==> src/rtl/bra_pkg.sv <==
package bra_pkg;

  // Field widths
  localparam int TGT_W     = 34;
  localparam int DEN_W     = 30;
  localparam int ITER_W    = 7;
  localparam int FRAC_BITS = 32;

  // Divider: 64-bit dividend, quotient limited to 31 bits plus overflow flag
  localparam int DIV_W = 64;
  localparam int QUO_W = 31;
  localparam int SH_W  = DIV_W + QUO_W;
  localparam int CNT_W = $clog2(QUO_W);

  localparam logic [ITER_W-1:0] MAX_ITER   = 7'd100;
  localparam logic [DEN_W-1:0]  MAXDEN_RST = 30'd1048575;

  // Register map (byte addresses)
  localparam logic [1:0] ADDR_MAXDEN = 2'd0;

  // Result status codes
  localparam logic [1:0] ST_OK    = 2'd0;
  localparam logic [1:0] ST_ABOVE = 2'd1;
  localparam logic [1:0] ST_BELOW = 2'd2;
  localparam logic [1:0] ST_LIMIT = 2'd3;

  // Datapath micro-operations
  typedef enum logic [4:0] {
    OP_NOP,
    OP_LOAD,
    OP_MUL_BD,
    OP_MUL_B,
    OP_MUL_D,
    OP_GAP,
    OP_MUL_GM,
    OP_DIV_N,
    OP_DIV_CAP,
    OP_CLAMP,
    OP_MUL_NN,
    OP_ADD_N,
    OP_ADD_D,
    OP_FIN_B,
    OP_FIN_LO,
    OP_FIN_HI,
    OP_FIN_BC,
    OP_FIN_AD,
    OP_FIN_PICK,
    OP_RES_KEPT,
    OP_RES_ABOVE,
    OP_RES_BELOW,
    OP_PUSH
  } op_e;

  // Datapath flags seen by the controller
  typedef struct packed {
    logic tgt_neg;
    logic tgt_big;
    logic bound_hit;
    logic sign_exit;
    logic small_gap;
    logic div_busy;
  } status_t;

endpackage

==> src/rtl/bra_ctrl.sv <==
module bra_ctrl (
  input  logic              clk_i,
  input  logic              rst_ni,
  input  logic              in_valid_i,
  output logic              in_ready_o,
  output logic              out_valid_o,
  input  logic              out_ready_i,
  input  bra_pkg::status_t  sts_i,
  output bra_pkg::op_e      op_o
);

  typedef enum logic [23:0] {
    S_IDLE = 24'h000001,
    S_CLS  = 24'h000002,
    S_CHK  = 24'h000004,
    S_MBD  = 24'h000008,
    S_MTB  = 24'h000010,
    S_MTD  = 24'h000020,
    S_GAP  = 24'h000040,
    S_RKP  = 24'h000080,
    S_MGM  = 24'h000100,
    S_TST  = 24'h000200,
    S_DWN  = 24'h000400,
    S_DVC  = 24'h000800,
    S_DWC  = 24'h001000,
    S_CLP  = 24'h002000,
    S_MNN  = 24'h004000,
    S_ADN  = 24'h008000,
    S_ADD  = 24'h010000,
    S_FTB  = 24'h020000,
    S_FLO  = 24'h040000,
    S_FHI  = 24'h080000,
    S_FBC  = 24'h100000,
    S_FAD  = 24'h200000,
    S_FPK  = 24'h400000,
    S_OUT  = 24'h800000
  } state_e;

  state_e state_q, state_d;
  logic   ovalid_q, ovalid_d;
  logic   push;

  // Sequencer: one micro-op per cycle at most; it waits while the divider is busy or the output register is held
  always_comb begin
    state_d = state_q;
    op_o    = bra_pkg::OP_NOP;
    push    = 1'b0;
    unique case (state_q)
      S_IDLE: begin
        if (in_valid_i) begin
          op_o    = bra_pkg::OP_LOAD;
          state_d = S_CLS;
        end
      end
      S_CLS: begin
        priority if (sts_i.tgt_neg) begin
          op_o    = bra_pkg::OP_RES_BELOW;
          state_d = S_OUT;
        end else if (sts_i.tgt_big) begin
          op_o    = bra_pkg::OP_RES_ABOVE;
          state_d = S_OUT;
        end else begin
          state_d = S_CHK;
        end
      end
      S_CHK: state_d = sts_i.bound_hit ? S_FTB : S_MBD;
      S_MBD: begin op_o = bra_pkg::OP_MUL_BD; state_d = S_MTB; end
      S_MTB: begin op_o = bra_pkg::OP_MUL_B;  state_d = S_MTD; end
      S_MTD: begin op_o = bra_pkg::OP_MUL_D;  state_d = S_GAP; end
      S_GAP: begin
        op_o    = bra_pkg::OP_GAP;
        state_d = sts_i.sign_exit ? S_RKP : S_MGM;
      end
      S_RKP: begin op_o = bra_pkg::OP_RES_KEPT; state_d = S_OUT; end
      S_MGM: begin op_o = bra_pkg::OP_MUL_GM;   state_d = S_TST; end
      S_TST: begin
        if (sts_i.small_gap) begin
          op_o    = bra_pkg::OP_RES_KEPT;
          state_d = S_OUT;
        end else begin
          op_o    = bra_pkg::OP_DIV_N;
          state_d = S_DWN;
        end
      end
      S_DWN: if (!sts_i.div_busy) state_d = S_DVC;
      S_DVC: begin op_o = bra_pkg::OP_DIV_CAP; state_d = S_DWC; end
      S_DWC: if (!sts_i.div_busy) state_d = S_CLP;
      S_CLP: begin op_o = bra_pkg::OP_CLAMP;    state_d = S_MNN; end
      S_MNN: begin op_o = bra_pkg::OP_MUL_NN;   state_d = S_ADN; end
      S_ADN: begin op_o = bra_pkg::OP_ADD_N;    state_d = S_ADD; end
      S_ADD: begin op_o = bra_pkg::OP_ADD_D;    state_d = S_CHK; end
      S_FTB: begin op_o = bra_pkg::OP_FIN_B;    state_d = S_FLO; end
      S_FLO: begin op_o = bra_pkg::OP_FIN_LO;   state_d = S_FHI; end
      S_FHI: begin op_o = bra_pkg::OP_FIN_HI;   state_d = S_FBC; end
      S_FBC: begin op_o = bra_pkg::OP_FIN_BC;   state_d = S_FAD; end
      S_FAD: begin op_o = bra_pkg::OP_FIN_AD;   state_d = S_FPK; end
      S_FPK: begin op_o = bra_pkg::OP_FIN_PICK; state_d = S_OUT; end
      S_OUT: begin
        if (!ovalid_q || out_ready_i) begin
          op_o    = bra_pkg::OP_PUSH;
          push    = 1'b1;
          state_d = S_IDLE;
        end
      end
      default: state_d = S_IDLE;
    endcase
  end

  // Output beat holding register valid
  always_comb begin
    ovalid_d = ovalid_q;
    if (push)             ovalid_d = 1'b1;
    else if (out_ready_i) ovalid_d = 1'b0;
  end

  always_ff @(posedge clk_i or negedge rst_ni) begin
    if (!rst_ni) begin
      state_q  <= S_IDLE;
      ovalid_q <= 1'b0;
    end else begin
      state_q  <= state_d;
      ovalid_q <= ovalid_d;
    end
  end

  assign in_ready_o  = (state_q == S_IDLE);
  assign out_valid_o = ovalid_q;

endmodule

==> config.mk <==
export PLATFORM = sky130hd
export DESIGN_NAME = bra_ctrl
export DESIGN_NICKNAME = d
export VERILOG_FILES = /design/src/rtl/bra_pkg.sv /design/src/rtl/bra_ctrl.sv
export SDC_FILE = /design/constraint.sdc
export NUM_CORES = 1
export LEC_CHECK = 0
export BUFFER_PORTS_ARGS = -buffer_cell sky130_fd_sc_hd__buf_2
export CAP_MARGIN = 20
export CORE_UTILIZATION = 45
export CTS_BUF_LIST = sky130_fd_sc_hd__clkbuf_8
export DETAILED_ROUTE_END_ITERATION = 6
export PLACE_DENSITY = 0.69
export SYNTH_ARGS = -nofsm -noshare
export SYNTH_HDL_FRONTEND = slang
export SYNTH_SLANG_ARGS = --single-unit
==> constraint.sdc <==
create_clock -name clk_i -period 1.85 [get_ports clk_i]
set_input_delay 0.0925 -clock clk_i [delete_from_list [all_inputs] [get_ports clk_i]]
set_output_delay 0.0925 -clock clk_i [all_outputs]
set_load 0.02 [all_outputs]
==> flow_metrics.py <==
metrics = {
    "outcome": {
        "status": "finished, violations left",
        "violations": "setup timing",
    },
    "die": {
        "core_area_mm2": 0.00344,
        "die-area_mm2": 0.00396,
        "start_util_pct": 48.6,
        "fp.dieW_um": 63.0,
        "rows": 21,
        "die_h_um": 63.0,
        "ios": 17,
    },
    "logic_synthesis": {
        "yosysTopAreaCell": "dfrtp_1",
        "ys_async_sr_fraction_pct": 100,
        "syn_area_mm2": 0.00167,
        "syn_inst": 181,
        "syn_avg_cell_area_um2": 9.24,
        "synth-edff-count": 0,
        "synthDistinctLibCells": 54,
        "synth_nets": 191,
        "synthTopCellsByArea": "dfrtp_1, nor2_1, nor3_1",
        "yosysWarnings": 0,
        "synth_ff_type": "dfrtp_1",
        "seq_area_frac_synth_pct": 37.5,
        "netlist.area_leader.share_pct": 35.9,
        "synth-seq-cells": 25,
    },
    "power": {
        "p_leak_nw": 1.33,
        "vdd_ir_drop_max_uv": 404,
        "p_total_w": 0.00233,
        "p_per_area_mw_per_mm2": 826,
    },
    "global_routing": {
        "grt_max_degree": 26,
        "grt_overflow": 0,
        "track_usage_pct": 30.5,
        "grt_antenna_before_repair": 0,
        "grt_pass1_wl_um": 9200,
        "grt_pass1_vias": 1967,
    },
    "final_layout": {
        "drive_above_1_share_pct": 55.6,
        "area_growth_pct": 68.6,
        "final_util_pct": 81.9,
        "fin_nets": 281,
        "n_antenna_cell": 0,
    },
    "detailed_routing": {
        "num_vias": 1986,
        "viasPerCell": 6.28,
        "ant_nets": 0,
        "firstDrtPassIters": 5,
        "drcViolationCount": 0,
        "drt_iter0_markers": 154,
        "wirelength_um": 6810,
        "routedWlPerCell_um": 21.6,
    },
    "job": {
        "drv_cap": 0,
    },
    "placed_design": {
        "port_buffers": 16,
        "globalplace.congestion": 0.911,
        "place_worst_setup_slack_ps": -331,
        "hpwl_um": 3860,
    },
    "clocking": {
        "numCtsBuffers": 3,
        "clk_pin_slew_worst_paths_ps": 100,
        "clock_latency_ps": 290,
        "cts-root-buf": "clkbuf_8",
        "clk_path_buf_depth": 2,
        "cts_tree": "yes",
        "h-tree-depth": 1,
        "clock_sinks": 25,
    },
    "setup_path": {
        "cp_data_arrival_time_ps": 2450,
        "cp.required_ps": 1760,
        "path_class": "reg2out",
        "end_kind": "primary output",
        "crit_fanout": 4,
        "startpoint_type": "register",
    },
    "sta": {
        "finalSetupViolCount": 21,
        "drv_slew": 0,
        "rsz0062_at_grt": "yes",
        "post-route-min-period_ps": 2540,
        "slew-limit-headroom_pct": 59.6,
        "fin_skew_ps": 6.73,
        "max_clock_freq_mhz": 394,
        "period_share_pct": 137,
        "tightest_slew_ps": 605,
        "fin_ws_ps": -690,
        "fin_setup_tns_ps": -8280,
        "hold_violations": 0,
    },
    "hold_path": {
        "hold_path_class": "in2reg",
    },
}
## critical path, stage by stage, from the launching register on
cell	delay, ps
dfrtp_1	440
nor4_4	480
nand3_1	150
or4_4	560
buf_6	150
nor3b_4	210
buf_6	160
## cell families after synthesis
| group | synth area share [%] |
|---|---|
| buf+inv | 5.24 |
| flops | 37.5 |
| xor+xnor | 3.14 |
| compound gates | 10.6 |
| simple gates | 43.5 |
## final timing paths
kind	startpoint	end	slack, ps	cells after the start
hold / removal	sts_i[1]	state_q[10]	60	2
setup / recovery	state_q[14]	in_ready_o	-690	6
max in group asynchronous	rst_ni	state_q[13]	1070	2
hold reg to reg	state_q[20]	state_q[22]	620	2
setup reg to reg	state_q[14]	state_q[11]	-620	7
min in group asynchronous	rst_ni	state_q[7]	340	2
## layout make-up
type,count,area (um2)
clock buffers,3,41.3
clock inverters,1,3.75
fillers,178,624
inverters,9,33.8
multi-input cells,138,1290
flip-flops and latches,25,632
well taps,46,57.6
repair buffers,94,763
## Yosys cell counts (3+ instances only)
cell      count
a21oi_1       4
and2_1        3
and3_1        3
buf_2         4
dfrtp_1      24
inv_1         9
nand2_1      10
nand2b_1      4
nand3_1       9
nand3b_1      3
nand4_1       3
nor2_1       21
nor2b_1       6
nor3_1       11
nor4_1        3
nor4_2        4
nor4b_1       4
o211ai_1      3
o21ai_0       3
or4_1         3
or4_4         3
xnor2_1       6
## stage by stage
| step | cells | area (um2) | hold slack (ps) |
|---|---|---|---|
| 6_report | 316 | 2820 | 61.7 |
| 3_5_place_dp | 292 | 2270 | 129 |
| 5_1_grt | 316 | 2820 | 74.2 |
| 2_1_floorplan | 181 | 1760 | -203 |
| 4_1_cts | 304 | 2590 | 5.53 |
| 3_3_place_gp | 292 | 2270 | 113 |
## power breakdown
| group | switching [W] | leakage [nW] | internal [W] |
|---|---|---|---|
| clock | 0.000197 | 0.0269 | 0.000150 |
| sequential | 0.0000342 | 0.338 | 0.000584 |
| combinational | 0.000711 | 0.968 | 0.000652 |
## timing repair
action | 4_1_cts | 5_1_grt
setup buffers | 8 | 14
endpoints found under the hold margin | 25 | 1
pin swaps | 24 | 17
setup endpoints to repair | 21 | 22
resized for setup | 48 | 27
hold buffers | 2 | 1
## sequential cells by signal, indices dropped and copies added (netlist names)
register and count:
out_valid_o 1, state_q 24
## per-layer routing
| layer | up-vias | GRT usage (%) | part of all wire [%] |
|---|---|---|---|
| li1 | 855 | - | - |
| met1 | 951 | 35.5 | 38 |
| met2 | 135 | 51.1 | 48 |
| met3 | 45 | 5.11 | 7.2 |
| met4 | 0 | 20.3 | 6.8 |
| met5 | - | 0 | 0 |
## cells in the final DEF, fill, tap and decap left out, types with 7 or more instances in the layout
cell type and instances:
nor3_1 7, nand2_1 8, nor4_4 7, buf_4 61, buf_2 10, dfrtp_1 20, inv_1 10, nor2_1 17
buf_6 20
(Power assumes the default switching activity.)
